$ cat config.mk
export PLATFORM = sky130hd
export DESIGN_NAME = psk_gray_hard_demapper_top
export DESIGN_NICKNAME = d
export VERILOG_FILES = /design/src/rtl/pskd_pkg.sv /design/src/rtl/pskd_dist.sv /design/src/rtl/pskd_min.sv /design/src/rtl/psk_gray_hard_demapper_top.sv
export SDC_FILE = /design/constraint.sdc
export NUM_CORES = 1
export LEC_CHECK = 0
export CORE_ASPECT_RATIO = 1.2
export CORE_MARGIN = 5
export CORE_UTILIZATION = 58
export CTS_CLUSTER_DIAMETER = 40
export DETAILED_ROUTE_END_ITERATION = 8
export DONT_BUFFER_PORTS = 1
export HOLD_SLACK_MARGIN = 0.08
export PLACE_DENSITY = 0.8
export RECOVER_POWER = 25
export SYNTH_ARGS = -nofsm -noshare
export SYNTH_HDL_FRONTEND = slang
export SYNTH_HIERARCHICAL = 1
export SYNTH_SLANG_ARGS = --single-unit
$ cat constraint.sdc
create_clock -name aclk -period 6.7 [get_ports aclk]
set_input_delay 0 -clock aclk [delete_from_list [all_inputs] [get_ports aclk]]
set_output_delay 0 -clock aclk [all_outputs]
set_load 0.02 [all_outputs]
$ cat src/rtl/pskd_pkg.sv
// Shared types, widths and the constellation table of the PSK Gray hard demapper.
`timescale 1ns / 1ps

package pskd_pkg;

    // Constellation order and sample width.
    localparam int BITS_PER_SYMBOL = 3;
    localparam int SAMPLE_W        = 16;
    localparam int NUM_POINTS      = 1 << BITS_PER_SYMBOL;
    localparam int HALF_POINTS     = NUM_POINTS / 2;
    localparam int ANGLE_STEP      = 64 >> BITS_PER_SYMBOL;

    // Coordinates span -4096..4096, which needs 14 signed bits.
    localparam int COORD_W = 14;
    localparam int MAX_W   = (SAMPLE_W > COORD_W) ? SAMPLE_W : COORD_W;
    localparam int DIFF_W  = MAX_W + 1;
    localparam int ABS_W   = MAX_W;
    localparam int DIST_W  = MAX_W + 1;

    // Port field widths.
    localparam int IN_FIELD_W  = 16;
    localparam int IN_TDATA_W  = 32;
    localparam int SYM_W       = 6;
    localparam int OUT_DIST_W  = 17;
    localparam int OUT_TDATA_W = 24;
    localparam int OUT_PAD_W   = OUT_TDATA_W - SYM_W - OUT_DIST_W;

    typedef logic signed [SAMPLE_W-1:0] sample_t;
    typedef logic signed [COORD_W-1:0]  coord_t;
    typedef logic signed [DIFF_W-1:0]   diff_t;
    typedef logic [ABS_W-1:0]           abs_t;
    typedef logic [DIST_W-1:0]          dist_t;
    typedef logic [BITS_PER_SYMBOL-1:0] idx_t;
    typedef logic [SYM_W-1:0]           sym_t;
    typedef logic [OUT_DIST_W-1:0]      out_dist_t;

    typedef dist_t [NUM_POINTS-1:0] dist_arr_t;

    typedef struct packed {
        idx_t  idx;
        dist_t distance;
    } cand_t;

    typedef cand_t [HALF_POINTS-1:0] cand_arr_t;

    typedef struct packed {
        sym_t      symbol_bits;
        out_dist_t min_distance;
    } result_t;

    typedef struct packed {
        coord_t re;
        coord_t im;
    } point_t;

    // round(4096 * sin(k * pi / 64)) for k = 0..32.
    localparam logic [12:0] QUARTER_SINE [0:32] = '{
           13'd0,  13'd201,  13'd401,  13'd601,  13'd799,  13'd995, 13'd1189, 13'd1380,
        13'd1567, 13'd1751, 13'd1931, 13'd2106, 13'd2276, 13'd2440, 13'd2598, 13'd2751,
        13'd2896, 13'd3035, 13'd3166, 13'd3290, 13'd3406, 13'd3513, 13'd3612, 13'd3703,
        13'd3784, 13'd3857, 13'd3920, 13'd3973, 13'd4017, 13'd4052, 13'd4076, 13'd4091,
        13'd4096
    };

    // Point j sits at angle (2j+1)*pi/M, expressed in units of pi/64.
    function automatic point_t point_at(input int j);
        int         ang;
        logic [1:0] quad;
        logic [5:0] r;
        coord_t     a;
        coord_t     b;
        point_t     p;
        ang  = ((2 * j + 1) * ANGLE_STEP) & 127;
        quad = 2'(ang >> 5);
        r    = 6'(ang & 31);
        a    = coord_t'({1'b0, QUARTER_SINE[r]});
        b    = coord_t'({1'b0, QUARTER_SINE[6'd32 - r]});
        case (quad)
            2'd0:    begin p.re = b;  p.im = a;  end
            2'd1:    begin p.re = -a; p.im = b;  end
            2'd2:    begin p.re = -b; p.im = -a; end
            default: begin p.re = a;  p.im = -b; end
        endcase
        return p;
    endfunction

endpackage

$ cat src/rtl/pskd_dist.sv
// Input register and parallel L1 distance stage of the demapper pipeline.
`timescale 1ns / 1ps

module pskd_dist (
    input  logic                aclk,
    input  logic                aresetn,
    input  logic                in_valid,
    output logic                in_ready,
    input  pskd_pkg::sample_t   in_i,
    input  pskd_pkg::sample_t   in_q,
    output logic                out_valid,
    input  logic                out_ready,
    output pskd_pkg::dist_arr_t out_dist
);

    logic                a_valid_reg;
    pskd_pkg::sample_t   a_i_reg;
    pskd_pkg::sample_t   a_q_reg;
    logic                b_valid_reg;
    pskd_pkg::dist_arr_t b_dist_reg;
    pskd_pkg::dist_arr_t dist_next;
    logic                a_ready;
    logic                b_ready;

    assign b_ready  = !b_valid_reg || out_ready;
    assign a_ready  = !a_valid_reg || b_ready;
    assign in_ready = a_ready;

    // Distance from the registered sample to every point, all in parallel.
    always_comb begin
        for (int j = 0; j < pskd_pkg::NUM_POINTS; j++) begin
            pskd_pkg::point_t p;
            pskd_pkg::diff_t  di;
            pskd_pkg::diff_t  dq;
            pskd_pkg::abs_t   ai;
            pskd_pkg::abs_t   aq;
            p  = pskd_pkg::point_at(j);
            di = pskd_pkg::diff_t'(a_i_reg) - pskd_pkg::diff_t'(p.re);
            dq = pskd_pkg::diff_t'(a_q_reg) - pskd_pkg::diff_t'(p.im);
            ai = di[pskd_pkg::DIFF_W-1] ? pskd_pkg::abs_t'(-di) : pskd_pkg::abs_t'(di);
            aq = dq[pskd_pkg::DIFF_W-1] ? pskd_pkg::abs_t'(-dq) : pskd_pkg::abs_t'(dq);
            dist_next[j] = pskd_pkg::dist_t'(ai) + pskd_pkg::dist_t'(aq);
        end
    end

    always_ff @(posedge aclk) begin
        if (!aresetn) begin
            a_valid_reg <= 1'b0;
            b_valid_reg <= 1'b0;
        end else begin
            if (a_ready) begin
                a_valid_reg <= in_valid;
            end
            if (b_ready) begin
                b_valid_reg <= a_valid_reg;
            end
        end
    end

    always_ff @(posedge aclk) begin
        if (a_ready && in_valid) begin
            a_i_reg <= in_i;
            a_q_reg <= in_q;
        end
        if (b_ready && a_valid_reg) begin
            b_dist_reg <= dist_next;
        end
    end

    assign out_valid = b_valid_reg;
    assign out_dist  = b_dist_reg;

endmodule

$ cat src/rtl/pskd_min.sv
// Minimum search tree and Gray encoding stages of the demapper pipeline.
`timescale 1ns / 1ps

module pskd_min (
    input  logic                aclk,
    input  logic                aresetn,
    input  logic                in_valid,
    output logic                in_ready,
    input  pskd_pkg::dist_arr_t in_dist,
    output logic                out_valid,
    input  logic                out_ready,
    output pskd_pkg::result_t   out_result
);

    logic                 c_valid_reg;
    pskd_pkg::cand_arr_t  c_cand_reg;
    pskd_pkg::cand_arr_t  pair_next;
    pskd_pkg::cand_arr_t  tree_work;
    logic                 d_valid_reg;
    pskd_pkg::result_t    d_result_reg;
    pskd_pkg::result_t    result_next;
    pskd_pkg::idx_t       gray;
    logic                 c_ready;
    logic                 d_ready;

    // The higher index replaces the lower one only when strictly closer.
    function automatic pskd_pkg::cand_t pick(input pskd_pkg::cand_t lo,
                                             input pskd_pkg::cand_t hi);
        return (hi.distance < lo.distance) ? hi : lo;
    endfunction

    assign d_ready  = !d_valid_reg || out_ready;
    assign c_ready  = !c_valid_reg || d_ready;
    assign in_ready = c_ready;

    // First tree level: neighboring points in pairs.
    always_comb begin
        for (int k = 0; k < pskd_pkg::HALF_POINTS; k++) begin
            pskd_pkg::cand_t lo;
            pskd_pkg::cand_t hi;
            lo.idx      = pskd_pkg::idx_t'(2 * k);
            lo.distance = in_dist[2 * k];
            hi.idx      = pskd_pkg::idx_t'(2 * k + 1);
            hi.distance = in_dist[2 * k + 1];
            pair_next[k] = pick(lo, hi);
        end
    end

    // Remaining levels, reduced in place; lower slots always keep lower indexes.
    always_comb begin
        tree_work = c_cand_reg;
        for (int l = 0; l < pskd_pkg::BITS_PER_SYMBOL - 1; l++) begin
            for (int k = 0; k < (pskd_pkg::NUM_POINTS >> (l + 2)); k++) begin
                tree_work[k] = pick(tree_work[2 * k], tree_work[2 * k + 1]);
            end
        end
        gray = tree_work[0].idx ^ (tree_work[0].idx >> 1);
        result_next.symbol_bits  = pskd_pkg::sym_t'(gray);
        result_next.min_distance = pskd_pkg::out_dist_t'(tree_work[0].distance);
    end

    always_ff @(posedge aclk) begin
        if (!aresetn) begin
            c_valid_reg <= 1'b0;
            d_valid_reg <= 1'b0;
        end else begin
            if (c_ready) begin
                c_valid_reg <= in_valid;
            end
            if (d_ready) begin
                d_valid_reg <= c_valid_reg;
            end
        end
    end

    always_ff @(posedge aclk) begin
        if (c_ready && in_valid) begin
            c_cand_reg <= pair_next;
        end
        if (d_ready && c_valid_reg) begin
            d_result_reg <= result_next;
        end
    end

    assign out_valid  = d_valid_reg;
    assign out_result = d_result_reg;

endmodule

$ cat src/rtl/psk_gray_hard_demapper_top.sv
// Top level of the M-PSK Gray hard-decision demapper with stream ports.
`timescale 1ns / 1ps

// The block takes one received I/Q sample per item and returns the Gray label of
// the nearest constellation point under the L1 metric, together with that
// distance. It accepts one item in every clock cycle while the output side is
// not stalled. The pipeline has four register stages: the input register, the
// distance stage that measures the sample against all points in parallel, the
// first pairwise minimum level, and the output register, which holds the final
// minimum levels with Gray encoding. Ready travels back through all stages, so a
// stall at the output fills empty stages before the input side is held, and no
// item is lost or repeated. On equal distances the point with the lowest index wins.

module psk_gray_hard_demapper_top (
    input  logic        aclk,
    input  logic        aresetn,
    input  logic        s_axis_tvalid,
    output logic        s_axis_tready,
    // Fields from bit 0: in_phase [15:0], quadrature [31:16].
    input  logic [31:0] s_axis_tdata,
    output logic        m_axis_tvalid,
    input  logic        m_axis_tready,
    // Fields from bit 0: symbol_bits [5:0], min_distance [22:6], zero pad [23].
    output logic [23:0] m_axis_tdata
);

    pskd_pkg::sample_t   in_i;
    pskd_pkg::sample_t   in_q;
    logic                dist_valid;
    logic                dist_ready;
    pskd_pkg::dist_arr_t dist_arr;
    pskd_pkg::result_t   result;

    // The sample fields are taken as two's complement values.
    assign in_i = pskd_pkg::sample_t'($signed(s_axis_tdata[pskd_pkg::IN_FIELD_W-1:0]));
    assign in_q = pskd_pkg::sample_t'($signed(
        s_axis_tdata[pskd_pkg::IN_TDATA_W-1:pskd_pkg::IN_FIELD_W]));

    pskd_dist u_dist (
        .aclk      (aclk),
        .aresetn   (aresetn),
        .in_valid  (s_axis_tvalid),
        .in_ready  (s_axis_tready),
        .in_i      (in_i),
        .in_q      (in_q),
        .out_valid (dist_valid),
        .out_ready (dist_ready),
        .out_dist  (dist_arr)
    );

    pskd_min u_min (
        .aclk       (aclk),
        .aresetn    (aresetn),
        .in_valid   (dist_valid),
        .in_ready   (dist_ready),
        .in_dist    (dist_arr),
        .out_valid  (m_axis_tvalid),
        .out_ready  (m_axis_tready),
        .out_result (result)
    );

    // The output register sits in the last pipeline stage; here it is only packed.
    assign m_axis_tdata = {{pskd_pkg::OUT_PAD_W{1'b0}}, result.min_distance,
                           result.symbol_bits};

`ifndef SYNTHESIS
    // The input side is held only when every stage is full and the output stalls.
    assert property (@(posedge aclk) disable iff (!aresetn)
        !s_axis_tready |-> (m_axis_tvalid && !m_axis_tready))
        else $error("input stalled while the pipeline still has room");

    // Reset empties the pipeline.
    assert property (@(posedge aclk) !aresetn |=> !m_axis_tvalid)
        else $error("result shown right after reset");

    // With the output free to move and reset released, an accepted item is shown at the output.
    assert property (@(posedge aclk)
        ($past(s_axis_tvalid && s_axis_tready, 3) && $past(aresetn, 3) &&
         $past(aresetn, 2) && $past(aresetn, 1) && aresetn &&
         $past(m_axis_tready, 2) && $past(m_axis_tready, 1) && m_axis_tready)
        |=> m_axis_tvalid)
        else $error("accepted item did not reach the output in time");
`endif

endmodule

### Word level (Yosys, flattened, before mapping)

Index checks and enable logic that the tools add are counted.

| storage, ports and cells | value |
|---|---|
| register bits | 272 |
| bits of input ports | 36 |
| output and inout bits | 26 |
| word-level logic and storage cells | 83 |

| cells by class | value |
|---|---|
| add/subtract/negate cells | 24 |
| order comparisons | 7 |
| multiplexer cells | 15 |
| bitwise logic cells | 1 |
| reductions and logical operators | 12 |

Operators by type and width:

| operator | count |
|---|---|
| $add A16 B16 Y17 | 8 |
| $mux W16 | 8 |
| $neg A16 Y16 | 8 |
| $lt A17 B17 Y1 | 7 |
| $mux W18 | 4 |
| $sub A16 B12 Y17 const B | 4 |
| $sub A16 B13 Y17 const B | 4 |
| $mux W20 | 3 |
| $logic_and A1 B1 Y1 | 4 |
| $logic_not A1 Y1 | 4 |
| $logic_or A1 B1 Y1 | 4 |
| $xor A3 B2 Y3 | 1 |

### Depth between registers and ports, before layout

| logic depth | value |
|---|---|
| depth after elaboration | 6 |
| gate-level depth with buffers | 23 |
| depth with buffers taken out | 21 |

### Hierarchy

The synthesis kept the hierarchy.

Modules (own cells, without submodules):

| module | times used | cells each | area an instance (µm²) | seq. area each (µm²) |
|---|---|---|---|---|
| pskd_dist | 1 | 1624 | 14964.4 | 4874.7 |
| pskd_min | 1 | 677 | 6960.4 | 2802.7 |
| psk_gray_hard_demapper_top | 1 | 2 | 11.3 | 0.0 |

### Least setup slack after synthesis

Ideal clock, no wire load.

| path | value |
|---|---|
| path kind | reg-to-reg |
| start | reg u_min.d_valid_reg, in the netlist u_min/out_valid |
| end | reg u_dist.b_dist_reg (netlist bit u_dist/out_dist[100]) (enable) |
| setup time | 0.634 ns |
| data arrival time | 6.401 ns |
| required time | 6.066 ns |
| path slack | -0.336 ns |
| stages on the path, launching flop included | 5 |
| path buffers | 0 |
| clock period less this slack | 7.036 ns |
| cells stage by stage | dfxtp_1 > nor2b_1 > nand2_1 > nor2b_1 > nor2b_1 |

| on the way | value |
|---|---|
| word-level cells in the longest chain between the ends | 5 |

RTL lines:

| what | RTL line | text |
|---|---|---|
| from (decl) | pskd_min.sv:19 | `logic d_valid_reg;` |
| from (signal assigned) | pskd_min.sv:71 | `d_valid_reg <= c_valid_reg;` |
| $logic_not A1 Y1 | pskd_min.sv:32 | `assign d_ready = !d_valid_reg \|\| out_ready;` |
| $logic_or A1 B1 Y1 | pskd_min.sv:32 |  |
| $logic_or A1 B1 Y1 | pskd_min.sv:33 | `assign c_ready = !c_valid_reg \|\| d_ready;` |
| net dist_ready | psk_gray_hard_demapper_top.sv:30 | `logic dist_ready;` |
| $logic_or A1 B1 Y1 | pskd_dist.sv:25 | `assign b_ready = !b_valid_reg \|\| out_ready;` |
| $logic_and A1 B1 Y1 | pskd_dist.sv:65 | `if (b_ready && a_valid_reg) begin` |
| to (signal assigned) | pskd_dist.sv:66 | `b_dist_reg <= dist_next;` |
| to (decl) | pskd_dist.sv:20 | `pskd_pkg::dist_arr_t b_dist_reg;` |

The timed path passes the listed nets, and every way through them passes these cells.
A chain may end at the register's enable or synchronous reset.

==> run metrics <==
status=complete, but fails checks; failing checks=capacitance limit, slew limit; max reg flops=129; CP Launch Type=register; gr usage total=29.92%; initial antenna violation count=1; drt first pass iters=6; TritonCTS clock tree=built; CP required=6990 ps; Starting Density=58.38%; Synth Flop Type=edfxtp_1; worst skew pair latency=550 ps; Remaining DRCs=0; synthesized cell area=21940 um^2; unrepaired setup endpoints after global routing=false; reg-to-reg slack, setup=660 ps; GR Overflow Total=0; layout cells sized above 1=6.381%; slowest CP cell=a2111oi_0; Peak VDD IR=230.1 uV; CP endpoint kind=register; Rel. slew slack=-151.2%; Vias=17380; top post-synthesis cells by area=edfxtp_1 (35%), ha_1 (14%), xnor2_1 (9.1%), inv_1 (3.3%), a21oi_1 (3.3%); H-Tree Level Count=2; first-pass GRT wire length=97.69 mm; clk sinks=257; Setup Skew=20.00 ps; FILL cells=2968; Worst path max stage delay=680 ps; Max Freq=165.7 MHz; XOR/XNOR Fraction of Synth Area=12.21%; Synth top area share=34.63%; largest net degree at the start of global routing=83; Longest Clk Path Bufs=3; Synth Area in Simple Gates=12.46%; post-DP HPWL=50.88 mm; classification of the worst setup path=reg -> reg; Final Hold Violating Endpoints=0; Power Density=343.7 nW/um^2; Synth Area in Compound Gates=16.27%; routed length per instance=22.06 um; CTS resizes=0; Hold Crit Class=in -> reg; Die W=187.5 um; syn_area_per_cell=9.525 um^2; Yosys warnings=6; number of global-route vias before repair=17220; area grow syn2layout=10.39%; # Post-CTS Setup Buffers=0; Setup violations, final=0; adder-cell share of the synthesized area=15.02%; Worst EP arrival=6320 ps; hold_ws=97.57 ps; Async SR Flop Fraction=0%; row count=78; Die ar.=41830 um^2; Final ANT Viol Nets=0; # Max-Cap Violations=2; critical-path cell list=inv_1 > ha_1 > or4b_1 > a41oi_1 > o31ai_2 > nor2_1 > xnor2_1 > ha_1 > a21o_1 > a21oi_1 > o21bai_1 > a2111oi_0 > o31ai_1 > maj3_1 > a21o_1 > a211o_1 > a31o_2 > a21oi_1 > xnor2_1; cell accounting for the most synthesized area=edfxtp_1; WL final=63.15 mm; final slew viol count=94; Root Driver=clkbuf_16; fin crit period=6036 ps; critical path peak fanout=10; routed vias/inst=6.070; fin crit share=90.09%; nets=2645; Leakage=10.05 nW; clock-pin slew on the worst setup and hold paths=60 ps; mux contribution to synthesized area=3.736%; #FFs+latches synth=257; Worst Max-Slew Pin Slew=3768 ps; CORE AREA=37570 um^2; setup TNS=0 ps; CTS Buf Count=34; Post-CTS Hold Fix Bufs=63; post-synthesis cell type count=93; largest family of logic cells by synthesized area=compound AO/OA/AOI/OAI gates; Seq/Total Area, Yosys=35.00%; synthesized instance count=2303; drt first-iter violations=1430; EDFF count, synth=253; I/O pin count=62; Port Buffers=0; Die Ht=223.0 um; gpl congestion=1.004
[cells in the final DEF, fill, tap and decap left out, types with 35 or more instances in the layout]
master / synthesis / final
ha_1: 244 / 244
nand2_1: 169 / 169
buf_4: 12 / 38
a21oi_1: 143 / 140
nor3_1: 48 / 48
edfxtp_1: 253 / 253
xnor2_1: 229 / 229
inv_1: 193 / 193
a21o_1: 53 / 53
o21ai_0: 110 / 110
clkbuf_16: 0 / 35
a31oi_1: 35 / 35
mux2i_1: 56 / 56
nor2_1: 151 / 151
dlygate4sd3_1: 0 / 63
nand3_1: 36 / 36
xor2_1: 73 / 73
[cell usage after synthesis (13+ instances only)]
| cell | instances |
|---|---|
| a211oi_1 | 15 |
| a21boi_0 | 14 |
| a21o_1 | 53 |
| a21oi_1 | 143 |
| a31oi_1 | 35 |
| and2_1 | 17 |
| buf_2 | 14 |
| clkbuf_1 | 53 |
| edfxtp_1 | 253 |
| ha_1 | 244 |
| inv_1 | 193 |
| mux2_1 | 16 |
| mux2i_1 | 56 |
| nand2_1 | 169 |
| nand2b_1 | 19 |
| nand3_1 | 36 |
| nand4_1 | 22 |
| nor2_1 | 151 |
| nor2b_1 | 29 |
| nor3_1 | 48 |
| o21a_1 | 13 |
| o21ai_0 | 110 |
| o21ai_1 | 30 |
| o21bai_1 | 20 |
| o31ai_1 | 16 |
| or2_2 | 15 |
| xnor2_1 | 229 |
| xor2_1 | 73 |
[layer usage]
layer	track usage (%)	vias up	share of wire, %
met3	4.930	133	5.5
met4	13.19	0	5.2
li1	-	8396	-
met5	0	-	0
met1	36.48	8308	40
met2	52.28	540	49
[stage by stage]
stage          std cells  instance area (um^2)  util, %  worst slack (ps)  total power [W]
2_1_floorplan       2305                 21950        -              1204         0.005252
3_3_place_gp        2738                 22440    59.73             849.9         0.006286
3_5_place_dp        2738                 22440    59.73             785.4         0.006407
4_1_cts             2862                 24220    64.46             716.9         0.008288
5_1_grt             2863                 24220    64.45             199.2         0.008832
6_report            2863                 24220    64.45             663.9         0.008324
[power by group]
part | switching [W] | internal [W] | leakage [nW] | total, W
Combinational | 0.00250 | 0.00158 | 7.05 | 0.00408
Clock | 0.000743 | 0.00107 | 0.556 | 0.00181
Sequential | 0.000146 | 0.00229 | 2.44 | 0.00243
Total | 0.00339 | 0.00493 | 10.1 | 0.00832
[final timing paths]
kind / to / depth (start not counted) / from
setup / recovery: u_dist/out_dist[83]$_DFFE_PP_ / 19 / u_dist/a_q_reg[1]$_DFFE_PP_
setup reg to reg: u_dist/out_dist[83]$_DFFE_PP_ / 19 / u_dist/a_q_reg[1]$_DFFE_PP_
hold / removal: u_dist/a_i_reg[13]$_DFFE_PP_ / 1 / s_axis_tdata[13]
hold reg to reg: u_min/c_valid_reg$_SDFFE_PN0N_ / 2 / u_dist/out_valid$_SDFFE_PN0P_
[cell type report]
type | instances | area, um^2 | area share (%)
repair buffers | 102 | 919.6 | 3.798
multi-input cells | 1765 | 13130 | 54.22
flip-flops and latches | 257 | 7677 | 31.70
clock inverters | 23 | 260.3 | 1.075
well taps | 480 | 600.6 | 2.480
inverters | 197 | 739.5 | 3.054
diodes | 1 | 2.502 | 0.01033
clock buffers | 38 | 887.1 | 3.663
[cell families (layout without fill, tap and decap cells)]
kind of cell,after synthesis,after routing
compound gates,551,551
xor+xnor,304,304
fa+ha+maj,260,260
buf+inv,283,360
flops,257,257
mux,79,79
other cells,2,5
simple gates,567,567
[critical path: cells and delay by family, from the launching register on]
family          cells  cell delay (ps)
compound gates     11             2920
xor+xnor            2              350
fa+ha+maj           3             1030
buf+inv             1              200
flops               1              530
simple gates        2              740
Power figures use the tool's default switching activity.
